[src/mes_pkg.sv]
// ----------------------------------------------------------------------------
// mes_pkg
// Shared constants, types and helper functions of the edit script unit.
// ----------------------------------------------------------------------------
package mes_pkg;

    localparam int MAX_LEN      = 32;
    localparam int TOKEN_BITS   = 32;
    localparam int IDX_W        = (MAX_LEN > 1) ? $clog2(MAX_LEN) : 1;
    localparam int CNT_W        = $clog2(MAX_LEN + 1);
    localparam int SNAP_DEPTH   = 2 * MAX_LEN + 1;
    localparam int LAYER_W      = $clog2(2 * MAX_LEN + 1);
    localparam int SNAP_AW      = 2 * LAYER_W;
    localparam int SNAP_WORDS   = 1 << SNAP_AW;
    localparam int FR_W         = $clog2(3 * MAX_LEN + 1);
    localparam int CRD_W        = $clog2(5 * MAX_LEN + 1) + 1;
    localparam int SCRIPT_DEPTH = 2 * MAX_LEN;
    localparam int SCR_AW       = $clog2(SCRIPT_DEPTH);
    localparam int LEN_W        = $clog2(SCRIPT_DEPTH + 1);

    // command opcodes
    localparam logic [1:0] OPC_OLD = 2'd0;
    localparam logic [1:0] OPC_NEW = 2'd1;
    localparam logic [1:0] OPC_RUN = 2'd2;

    // script op codes
    localparam logic [1:0] EOP_KEEP  = 2'd0;
    localparam logic [1:0] EOP_DEL   = 2'd1;
    localparam logic [1:0] EOP_INS   = 2'd2;
    localparam logic [1:0] EOP_EMPTY = 2'd3;

    typedef logic signed [CRD_W-1:0] crd_t;
    typedef logic signed [CRD_W:0]   crdx_t;
    typedef logic [FR_W-1:0]         fr_t;
    typedef logic [LAYER_W-1:0]      layer_t;

    localparam crd_t  CRD_ONE  = 1;
    localparam crd_t  CRD_TWO  = 2;
    localparam crdx_t CRDX_ONE = 1;
    localparam crdx_t CRDX_TWO = 2;

    typedef enum logic [3:0] {
        DP_NOP,
        DP_LOAD,
        DP_RUN,
        DP_RD_A,
        DP_RD_B,
        DP_CALC,
        DP_SNAKE,
        DP_WRITE,
        DP_BT_INIT,
        DP_BT_RD_A,
        DP_BT_RD_B,
        DP_BT_CALC,
        DP_BT_STEP,
        DP_OUT_RD,
        DP_OUT,
        DP_EMPTY
    } dp_op_t;

    typedef struct packed {
        dp_op_t op;
    } dp_cmd_t;

    typedef struct packed {
        logic empty_pair;
        logic snake_more;
        logic reached_end;
        logic layer_last;
        logic search_done;
        logic keep_more;
        logic bt_done;
        logic out_none;
        logic out_last;
    } dp_stat_t;

    typedef struct packed {
        logic               hit;
        logic [SNAP_AW-1:0] addr;
    } snap_rd_t;

    // Down move (insert) rule shared by search and backtrack.
    function automatic logic take_down(fr_t a, fr_t b, crd_t k, layer_t d);
        crd_t dk;
        dk = crd_t'(d);
        return (k == -dk) || ((k != dk) && (a < b));
    endfunction

    // Frontier entry i as seen before layer dd: it was last written by the
    // newest earlier layer of the same parity, or is still zero.
    function automatic snap_rd_t snap_lookup(layer_t dd, crd_t i);
        crdx_t    di;
        crdx_t    ii;
        crdx_t    lyr;
        crdx_t    jj;
        snap_rd_t r;
        di    = crdx_t'(dd);
        ii    = crdx_t'(i);
        lyr   = (ii[0] != di[0]) ? (di - CRDX_ONE) : (di - CRDX_TWO);
        jj    = (ii + lyr) >>> 1;
        r.hit = !lyr[CRD_W] && (ii <= lyr) && (ii >= -lyr);
        r.addr = {lyr[LAYER_W-1:0], jj[LAYER_W-1:0]};
        return r;
    endfunction

endpackage

[src/mes_ctrl.sv]
// ----------------------------------------------------------------------------
// mes_ctrl
// Sequencer: load, forward search, backtrack and script readout.
// ----------------------------------------------------------------------------
module mes_ctrl (
    input  logic              clk,
    input  logic              rst_n,
    input  logic              start,
    input  logic [1:0]        opcode,
    input  mes_pkg::dp_stat_t stat,
    output mes_pkg::dp_cmd_t  cmd,
    output logic              busy,
    output logic              strobe
);
    import mes_pkg::*;

    typedef enum logic [3:0] {
        ST_IDLE,
        ST_EMPTY,
        ST_RD_A,
        ST_RD_B,
        ST_CALC,
        ST_SNAKE,
        ST_WRITE,
        ST_BT_INIT,
        ST_BT_RD_A,
        ST_BT_RD_B,
        ST_BT_CALC,
        ST_BT_STEP,
        ST_OUT_RD,
        ST_OUT
    } state_t;

    state_t state_reg, state_next;
    logic   strobe_reg;

    always_comb
    begin
        cmd.op = DP_NOP;
        case (state_reg)
            ST_IDLE:
            begin
                if (start)
                begin
                    if (opcode inside {OPC_OLD, OPC_NEW})
                        cmd.op = DP_LOAD;
                    else if (opcode == OPC_RUN)
                        cmd.op = DP_RUN;
                end
            end
            ST_EMPTY:   cmd.op = DP_EMPTY;
            ST_RD_A:    cmd.op = DP_RD_A;
            ST_RD_B:    cmd.op = DP_RD_B;
            ST_CALC:    cmd.op = DP_CALC;
            ST_SNAKE:   cmd.op = DP_SNAKE;
            ST_WRITE:   cmd.op = DP_WRITE;
            ST_BT_INIT: cmd.op = DP_BT_INIT;
            ST_BT_RD_A: cmd.op = DP_BT_RD_A;
            ST_BT_RD_B: cmd.op = DP_BT_RD_B;
            ST_BT_CALC: cmd.op = DP_BT_CALC;
            ST_BT_STEP: cmd.op = DP_BT_STEP;
            ST_OUT_RD:  cmd.op = DP_OUT_RD;
            ST_OUT:     cmd.op = DP_OUT;
            default:    cmd.op = DP_NOP;
        endcase
    end

    always_comb
    begin
        state_next = state_reg;
        case (state_reg)
            ST_IDLE:
            begin
                if (start && (opcode == OPC_RUN))
                    state_next = stat.empty_pair ? ST_EMPTY : ST_RD_A;
            end
            ST_EMPTY:   state_next = ST_IDLE;
            ST_RD_A:    state_next = ST_RD_B;
            ST_RD_B:    state_next = ST_CALC;
            ST_CALC:    state_next = ST_SNAKE;
            ST_SNAKE:
            begin
                if (!stat.snake_more)
                    state_next = ST_WRITE;
            end
            ST_WRITE:
            begin
                if (stat.reached_end)
                    state_next = ST_BT_INIT;
                else if (stat.layer_last && stat.search_done)
                    state_next = ST_IDLE;
                else
                    state_next = ST_RD_A;
            end
            ST_BT_INIT: state_next = ST_BT_RD_A;
            ST_BT_RD_A: state_next = ST_BT_RD_B;
            ST_BT_RD_B: state_next = ST_BT_CALC;
            ST_BT_CALC: state_next = ST_BT_STEP;
            ST_BT_STEP:
            begin
                if (!stat.keep_more)
                    state_next = stat.bt_done ? ST_OUT_RD : ST_BT_RD_A;
            end
            ST_OUT_RD:  state_next = stat.out_none ? ST_IDLE : ST_OUT;
            ST_OUT:
            begin
                if (stat.out_last)
                    state_next = ST_IDLE;
            end
            default:    state_next = ST_IDLE;
        endcase
    end

    always_ff @(posedge clk or negedge rst_n)
    begin
        if (!rst_n)
        begin
            state_reg  <= ST_IDLE;
            strobe_reg <= 1'b0;
        end
        else
        begin
            state_reg  <= state_next;
            strobe_reg <= (state_reg == ST_OUT) || (state_reg == ST_EMPTY);
        end
    end

    assign busy   = (state_reg != ST_IDLE);
    assign strobe = strobe_reg;

`ifndef SYNTHESIS
    a_strobe_src: assert property (@(posedge clk) disable iff (!rst_n)
        strobe_reg |-> $past((state_reg == ST_OUT) || (state_reg == ST_EMPTY)))
        else $error("strobe without readout state");

    a_run_busy: assert property (@(posedge clk) disable iff (!rst_n)
        ((state_reg == ST_IDLE) && start && (opcode == OPC_RUN)) |=> busy)
        else $error("run transaction did not raise busy");
`endif

endmodule

[config.mk]
export PLATFORM = sky130hd
export DESIGN_NAME = mes_ctrl
export DESIGN_NICKNAME = d
export VERILOG_FILES = /design/src/mes_pkg.sv /design/src/mes_ctrl.sv
export SDC_FILE = /design/constraint.sdc
export NUM_CORES = 1
export LEC_CHECK = 0
export BUFFER_PORTS_ARGS = -buffer_cell sky130_fd_sc_hd__buf_2
export CORE_AREA = 2 2 39 41
export DETAILED_ROUTE_END_ITERATION = 10
export DIE_AREA = 0 0 41 43
export PLACE_DENSITY = 0.68
export SYNTH_ARGS = -nofsm -noshare
export SYNTH_HDL_FRONTEND = slang
export SYNTH_SLANG_ARGS = --single-unit
[constraint.sdc]
create_clock -name clk -period 1.8 [get_ports clk]
set_input_delay 0.18 -clock clk [delete_from_list [all_inputs] [get_ports clk]]
set_output_delay 0.18 -clock clk [all_outputs]
set_load 0.01 [all_outputs]
After elaboration in Yosys (flattened, before gate mapping):

Cells that the tools add are included.

* register bits after elaboration: 5
* bits of input ports: 14
* output and inout port bits: 6
* word-level logic and storage cells: 43

* equal/unequal tests: 19
* mux-type cells: 14
* reduce and logical (&&, ||, !) cells: 8

Operators by type and width (count)
* $pmux 4 s14: 1
* $pmux 4 s13: 1
* $eq 4x4->1 const B: 6
* $mux 4: 5
* $eq 4x3->1 const B: 4
* $mux 2: 5
* $eq 4x2->1 const B: 2
* $ne 2x2->1 const B: 4
* $mux 3: 2
* $eq 4x1->1 const B: 1
* $logic_not 4->1: 1
* $reduce_and 4->1: 1
* $reduce_bool 4->1: 1
* $eq 2x1->1 const B: 1
* $eq 2x2->1 const B: 1
* $logic_and 1x1->1: 2
* $logic_not 2->1: 1
* $reduce_bool 2->1: 1
* $logic_or 1x1->1: 1

Longest topological paths before layout:

Gate-level depths: netlist of the first run.

* depth after elaboration: 5
* depth in mapped cells: 6
* mapped depth without buffers: 4

Least setup slack after synthesis of the first run:

Ideal clock, no wire load.

* path kind: reg2out
* from: register state_reg[1]
* to: output port cmd[0] (netlist bit)
* arrival: 1156 ps
* data required time: 1620 ps
* slack: 464 ps
* stages on the path, launching flop included: 5
* path buffers: 1
* path through: dfrtp_1 buf_2 nor4_2 o21ai_1 and3_1

RTL lines
* start, declared: RTL line mes_ctrl.sv:34 `state_t state_reg, state_next;`
* start signal, assigned: RTL line mes_ctrl.sv:123 `state_reg <= state_next;`
* end, declared: RTL line mes_ctrl.sv:11 `output mes_pkg::dp_cmd_t cmd,`

==> PnR_summary.wiki, run 1 <==
{| class="wikitable"
! Metric !! Value
|-
| Top cell type's share of synthesized area || 0.229
|-
| Routability congestion estimate from global placement || between 0.8 and 0.9
|-
| Largest area contributor in the netlist || sky130_fd_sc_hd__dfrtp_1
|-
| Clock latency on the worst-skew pair || 0.24 ns
|-
| Delay-heaviest family, CP || flip-flops
|-
| Largest register FFs || 4
|-
| Chip Height || roughly 43 um
|-
| Syn avg cell area || 7.81 um^2
|-
| Max-cap violations || 0
|-
| Setup-failing EPs final || 0
|-
| CTS sink cnt || 5
|-
| Data arrival, critical path || approximately 1.5 ns
|-
| Layout cells sized above 1 || 0.378
|-
| Sequence of cells on the critical path || and2_4, o21ai_0, and3_1, buf_2
|-
| Final worst-path cycle share || 0.927
|-
| Number of vias per cell after detailed routing || ~5.4
|-
| Crit path capture type || output pin
|-
| Synth-to-Final Area Change || 25.2%
|-
| Global-route wire length before repair || around 1800 um
|-
| Number of nets in the synthesized netlist || 84
|-
| Post-route cell area || just under 700 um^2
|-
| Clock tree from TritonCTS || built
|-
| Initial standard-cell utilization of the core || 0.395
|-
| Slew at the pin closest to its max-slew limit || around 0.35 ns
|-
| Xor and xnor fraction of the mapped netlist area || 0.0160
|-
| Layout net count || 105
|-
| Router iterations before antenna repair || 4
|-
| Detailed-route wire length per cell || between 10 and 15 um
|-
| Largest fanout of any net on the critical path || 18
|-
| DRC violations left || 0
|-
| Main combinational cell family by area after synthesis || compound AO/OA/AOI/OAI gates
|-
| Compound-Gate Fraction of Synth Area || 0.357
|-
| Mux contribution to synthesized area || 0
|-
| Max clock buf depth || 2
|-
| Number of DRC markers in iteration 0 || 12
|-
| Maximum number of pins on one net before global-route repair || 19
|-
| Number of I/O port buffers || 19
|-
| Total clock buffers created by CTS || 3
|-
| Fraction of registers with async set/reset || 1.00
|-
| Netlist area before placement || between 500 and 600 um^2
|-
| Number of flops mapped to enable cells by yosys || 0
|-
| Remaining antenna violation count || 0
|-
| Distinct cell type count of the synthesized netlist || 32
|-
| Run status || completed
|-
| Achievable Freq || roughly 600 MHz
|-
| Classification of the worst-slack hold path || input pin to register
|-
| Post-synthesis sequential element count || 5
|-
| Cell Area, Placed || roughly 640 um^2
|-
| Simple-gate share of the synthesized area || 0.277
|-
| Syn Inst Count || 70
|-
| Max-slew violation total from the final report || 0
|-
| Worst path required time || around 1.6 ns
|-
| Width of the chip || 41 um
|-
| Via count of the first global-routing pass || 469
|-
| Top area cells in the synthesized netlist || sky130_fd_sc_hd__dfrtp_1 23%, sky130_fd_sc_hd__a21oi_1 6.4%, sky130_fd_sc_hd__o21ai_0 5.5%
|-
| Clock-pin slew reported for the worst setup and hold paths after clock tree synthesis || around 0.040 ns
|-
| Count of yosys warnings during synthesis || 0
|-
| Unrepaired setup endpoints after global routing || false
|-
| Final Hold Viols || 0
|-
| Maximum ir drop on the vdd rail || about 0.00046 V
|-
| Leading post-synthesis cells by instance count || 7 x sky130_fd_sc_hd__a21oi_1, 6 x sky130_fd_sc_hd__nor2_1, 6 x sky130_fd_sc_hd__o21ai_0
|-
| Global-route total usage across every layer || 0.148
|-
| Max transition margin || 0.768
|-
| Antenna diode instance count || 0
|-
| H-Tree Level Count || 1
|-
| Cell total after placement || 101
|-
| Post-CTS setup buffer count || 0
|-
| Power density over the cells || 1680 nW/um^2
|-
| Initial antenna violation count || 0
|-
| Primary FF master, synth || sky130_fd_sc_hd__dfrtp_1
|-
| Final total negative setup slack || 0 ns
|-
| Crit path buffers/inverters || 1
|-
| Crit start category || register
|-
| Fraction of the yosys area taken by sequential cells || 0.229
|-
| Slowest cell on crit path || sky130_fd_sc_hd__dfrtp_2
|-
| Post-synthesis share of cell area spent on full adders, half adders and majority gates || 0
|-
| Final clock skew || 0.00379 ns
|-
| HPWL after detailed placement || between 900 and 1000 um
|-
| Die footprint || 1760 um^2
|-
| Buffer cell driving the clock tree root || sky130_fd_sc_hd__clkbuf_4
|-
| Routed vias || 570
|-
| Pleak || roughly 0.3 nW
|-
| Largest incremental delay on the critical path || 0.53 ns
|-
| Final standard cell count with taps included and fillers excluded || roughly 110
|-
| Class of the most critical setup path || register to output pin
|-
| Period minus WS final || ~1.7 ns
|-
| Floorplan core area || around 1400 um^2
|-
| Wire length after detailed routing || roughly 1200 um
|-
| Final global-route overflow total || 0
|-
| Num ports || 20
|-
| Most frequent cell after synthesis || sky130_fd_sc_hd__a21oi_1
|-
| Final Total Pwr || 1.15 mW
|-
| Cell row count || 14
|}
## final timing paths
path | from | end | slack, ns | cells past startpoint
hold / removal | stat[0] | state_reg[3] | 0.26 | 4
max in group asynchronous | rst_n | state_reg[2] | 1.38 | 2
setup / recovery | state_reg[3] | cmd[0] | 0.13 | 4
min in group asynchronous | rst_n | state_reg[1] | 0.28 | 2
hold reg to reg | state_reg[2] | state_reg[2] | 0.73 | 2
setup reg to reg | state_reg[3] | state_reg[0] | 0.36 | 4
## worst min-delay path, cell delays in order
cell and delay [ns]:
sky130_fd_sc_hd__buf_2 0.10, sky130_fd_sc_hd__o2bb2ai_1 0.06, sky130_fd_sc_hd__nand3_1 0.07, sky130_fd_sc_hd__o21ai_1 0.05
## cells in the final DEF (no fill, tap or decap), types with 2 or more instances in the layout
cell type | synthesis | final
sky130_fd_sc_hd__buf_2 | 5 | 19
sky130_fd_sc_hd__inv_1 | 5 | 5
sky130_fd_sc_hd__nand2b_1 | 2 | 2
sky130_fd_sc_hd__dfrtp_1 | 5 | 3
sky130_fd_sc_hd__o21ai_1 | 3 | 3
sky130_fd_sc_hd__dfrtp_2 | 0 | 2
sky130_fd_sc_hd__nand2_1 | 5 | 5
sky130_fd_sc_hd__nor2b_1 | 3 | 3
sky130_fd_sc_hd__o21ai_0 | 6 | 6
sky130_fd_sc_hd__buf_4 | 0 | 3
sky130_fd_sc_hd__clkbuf_4 | 0 | 3
sky130_fd_sc_hd__a21oi_1 | 7 | 7
sky130_fd_sc_hd__nor2_1 | 6 | 6
## kinds of logic (layout without fill, tap and decap cells)
family | after synthesis | count (layout)
buffers and inverters | 12 | 32
and+or+nand+nor | 26 | 26
AOI/OAI and AO/OA | 26 | 26
DFF | 5 | 5
xor gates and xnor gates | 1 | 1
## power breakdown
part	internal (mW)	leakage, nW	total (mW)	switching [mW]
clock	0.0838	0.0150	0.129	0.0456
sequential	0.162	0.0620	0.264	0.102
combinational	0.359	0.220	0.757	0.398
total	0.605	0.297	1.15	0.546
## cell type report
class                      count  area (um^2)
sequential                     5          128
clock buffer                   4         26.3
timing repair buffer          23          128
inverter                       5         18.8
multi-input combinational     53          364
fill                         136          699
tap                           16         20.0
## stage by stage
stage | util | worst slack (ns) | hold WS [ns]
floorplan | - | 0.464 | -0.116
global placement | 0.460 | 0.291 | -0.00438
detailed placement | 0.460 | 0.257 | -0.00363
CTS | 0.486 | 0.0230 | 0.262
global route | 0.495 | 0.0738 | 0.266
finish | 0.495 | 0.132 | 0.256
## per-layer routing
| metal | GRT usage | wire length, um | vias to the layer above | share of wire |
|---|---|---|---|---|
| li1 | - | - | 290 | - |
| met1 | 0.193 | 543 | 266 | 0.45 |
| met2 | 0.238 | 617 | 12 | 0.51 |
| met3 | 0.0157 | 36 | 2 | 0.030 |
| met4 | 0.0600 | 15 | 0 | 0.012 |
| met5 | 0 | 0 | - | 0 |
## repair_timing
item,CTS,global route
gates resized for setup,0,3
hold buffers,1,0
endpoints found under the setup margin,0,3
endpoints found under the hold margin,5,0
No activity file was read; power rests on OpenSTA's default activity.
==> inputs of run 2 (changes only) <==
Settings changed: CTS_BUF_LIST set to sky130_fd_sc_hd__clkbuf_2, PLACE_DENSITY 0.68 to 0.78.
==> run 2 against run 1 <==
Net effect: sequential power is 5% lower; worst hold slack better by 0.046 ns; critical path depth stayed put; sequential share of layout area hardly changed; register-to-register slack hardly changed; clock skew is 0.0016 ns lower; global-route usage is 1.9 points higher; highest routed layer is now met3; final cell count stayed put; clock power is 22% lower; largest cell class unchanged.
==> PnR_summary.wiki, run 2 (synthesis results as in run 1) <==
{| class="wikitable"
! Metric !! Value
|-
| Area of the multi-input gates || 364 um^2 (unchanged)
|-
| Data arrival, critical path || 1.47 ns (was 1.49 ns)
|-
| Synth-to-Final Area Change || 23.8% (was 25.2%)
|-
| Slew at the pin closest to its max-slew limit || 0.350 ns (was 0.348 ns)
|-
| Routed vias || 568 (was 570)
|-
| Num ports || 20 (unchanged)
|-
| Worst setup slack after placement || 0.205 ns (was 0.257 ns)
|-
| Power density over the cells || 1670 nW/um^2 (was 1680 nW/um^2)
|-
| Source of the worst hold timing path || stat[0] (unchanged)
|-
| Final clock skew || 0.00216 ns (was 0.00379 ns)
|-
| Number of I/O port buffers || 19 (unchanged)
|-
| Crit path capture type || output pin (unchanged)
|-
| Die footprint || 1760 um^2 (unchanged)
|-
| Setup-failing EPs final || 0 (unchanged)
|-
| CP startpoint || state_reg[3] (unchanged)
|-
| Global-route total usage across every layer || 0.167 (was 0.148)
|-
| Classification of the worst-slack hold path || input pin to register (unchanged)
|-
| Post-CTS setup buffer count || 0 (unchanged)
|-
| Met3 layer wire length in the routed design || 70 um (was 36 um)
|-
| Largest fanout of any net on the critical path || 18 (unchanged)
|-
| Class of the most critical setup path || register to output pin (unchanged)
|-
| Final Total Pwr || 1.13 mW (was 1.15 mW)
|-
| Floorplan core area || 1380 um^2 (unchanged)
|-
| Number of DRC markers in iteration 0 || 18 (was 12)
|-
| H-Tree Level Count || 1 (unchanged)
|-
| Number of vias per cell after detailed routing || 5.36 (was 5.38)
|-
| Largest register FFs || 4 (unchanged)
|-
| Worst flop-to-flop path startpoint || state_reg[3] (unchanged)
|-
| Hold_ws || 0.302 ns (was 0.256 ns)
|-
| Wire length after detailed routing || 1230 um (was 1210 um)
|-
| Buffer cell driving the clock tree root || sky130_fd_sc_hd__clkbuf_2 (was sky130_fd_sc_hd__clkbuf_4)
|-
| Final worst-path cycle share || 0.919 (was 0.927)
|-
| Leading cell types in the layout, fill and taps excluded || 19 x sky130_fd_sc_hd__buf_2, 7 x sky130_fd_sc_hd__a21oi_1, 6 x sky130_fd_sc_hd__o21ai_0, 6 x sky130_fd_sc_hd__nor2_1 (unchanged)
|-
| Global-route wire length before repair || 2110 um (was 1840 um)
|-
| Final global-route overflow total || 0 (unchanged)
|-
| Layout net count || 105 (unchanged)
|-
| Sequence of cells on the critical path || and2_4, o21ai_0, and3_1, buf_2 (unchanged)
|-
| Maximum number of pins on one net before global-route repair || 19 (unchanged)
|-
| Max-cap violations || 0 (unchanged)
|-
| Setup ws final || 0.147 ns (was 0.132 ns)
|-
| Run status || completed (unchanged)
|-
| Chip Height || 43 um (unchanged)
|-
| Initial standard-cell utilization of the core || 0.395 (unchanged)
|-
| Slowest cell on crit path || sky130_fd_sc_hd__dfrtp_2 (unchanged)
|-
| Via count of the first global-routing pass || 533 (was 469)
|-
| Worst path required time || 1.62 ns (about the same)
|-
| Antenna diode instance count || 0 (unchanged)
|-
| Largest incremental delay on the critical path || 0.53 ns (about the same)
|-
| Routed length on met2 || 654 um (was 617 um)
|-
| Achievable Freq || 605 MHz (was 600 MHz)
|-
| Clock tree from TritonCTS || built (unchanged)
|-
| Router iterations before antenna repair || 4 (unchanged)
|-
| Initial antenna violation count || 0 (unchanged)
|-
| Fill cell total of the finished layout || 144 (was 136)
|-
| Area of all sequential standard cells || 126 um^2 (was 128 um^2)
|-
| Remaining antenna violation count || 0 (unchanged)
|-
| Final core utilization || 0.489 (was 0.495)
|-
| Width of the chip || 41 um (unchanged)
|-
| Final Hold Viols || 0 (unchanged)
|-
| Final total negative setup slack || 0 ns (unchanged)
|-
| HPWL after detailed placement || 965 um (was 934 um)
|-
| CTS sink cnt || 5 (unchanged)
|-
| Uppermost layer routed || met3 (was met4)
|-
| Layout cells sized above 1 || 0.378 (unchanged)
|-
| Clock-pin slew reported for the worst setup and hold paths after clock tree synthesis || 0.05 ns (was 0.04 ns)
|-
| Period minus WS final || 1.65 ns (was 1.67 ns)
|-
| Unrepaired setup endpoints after global routing || false (unchanged)
|-
| Pleak || 0.300 nW (was 0.297 nW)
|-
| Cell row count || 14 (unchanged)
|-
| Max clock buf depth || 2 (unchanged)
|-
| Most common library cell in the layout ignoring fill and taps || sky130_fd_sc_hd__buf_2 (unchanged)
|-
| Total clock buffers created by CTS || 3 (unchanged)
|-
| Clock latency on the worst-skew pair || 0.20 ns (was 0.24 ns)
|-
| Max-slew violation total from the final report || 0 (unchanged)
|-
| Crit start category || register (unchanged)
|-
| Detailed-route wire length per cell || 11.6 um (was 11.4 um)
|-
| Max transition margin || 0.767 (was 0.768)
|-
| DRC violations left || 0 (unchanged)
|-
| Sum of routed wire segments on met1 || 507 um (was 543 um)
|-
| Routability congestion estimate from global placement || 0.795 (was 0.838)
|-
| Maximum ir drop on the vdd rail || 0.000520 V (was 0.000465 V)
|}
-- run 2: cell count changes in the layout (fill, tap and decap cells not counted) --
cell | before | now
sky130_fd_sc_hd__clkbuf_1 | 1 | 0
sky130_fd_sc_hd__clkbuf_2 | 0 | 4
sky130_fd_sc_hd__clkbuf_4 | 3 | 0
sky130_fd_sc_hd__dfrtp_1 | 3 | 4
sky130_fd_sc_hd__dfrtp_2 | 2 | 1
-- run 2: worst paths after layout --
path                                end  slack, ns  cells past startpoint
max in group asynchronous  state_reg[3]       1.35                      2
min in group asynchronous  state_reg[0]       0.31                      2
max                              cmd[0]       0.15                      4
max reg2reg                state_reg[0]       0.37                      4
min                        state_reg[3]       0.30                      4
min reg2reg                      strobe       0.77                      2
-- run 2: critical path: cells and delay by family, from the launching register on --
family                 cells  cell delay, ns
AOI/OAI and AO/OA          1            0.21
buffers and inverters      1            0.12
DFF                        1            0.53
and+or+nand+nor            2            0.40
-- run 2: stage by stage --
stage	std cells	instance area [um^2]
floorplan	70	547
global placement	101	637
detailed placement	101	637
CTS	106	676
global route	106	677
finish	106	677
-- run 2: area by class of cell --
| class | count | share of cell area |
|---|---|---|
| well taps | 16 | 0.0296 |
| flip-flops and latches | 5 | 0.187 |
| inverters | 5 | 0.0277 |
| clock buffers | 4 | 0.0296 |
| repair buffers | 23 | 0.189 |
| multi-input cells | 53 | 0.538 |
-- run 2: report_power, final --
part / total, mW / leakage, nW / internal [mW] / switching, mW
Combinational: 0.778 / 0.220 / 0.360 / 0.418
Clock: 0.100 / 0.0166 / 0.0589 / 0.0412
Sequential: 0.250 / 0.0635 / 0.160 / 0.0895
-- run 2: timing repair --
action | 4_1_cts | 5_1_grt
resized for setup | 1 | 1
endpoints found under the hold margin | 5 | 0
hold buffers | 1 | 0
setup endpoints to repair | 1 | 3
-- run 2: layer usage --
metal	up-vias	global-route usage
li1	291	-
met2	24	0.291
met4	0	0.0200
met3	0	0.0314
met5	-	0
met1	253	0.207
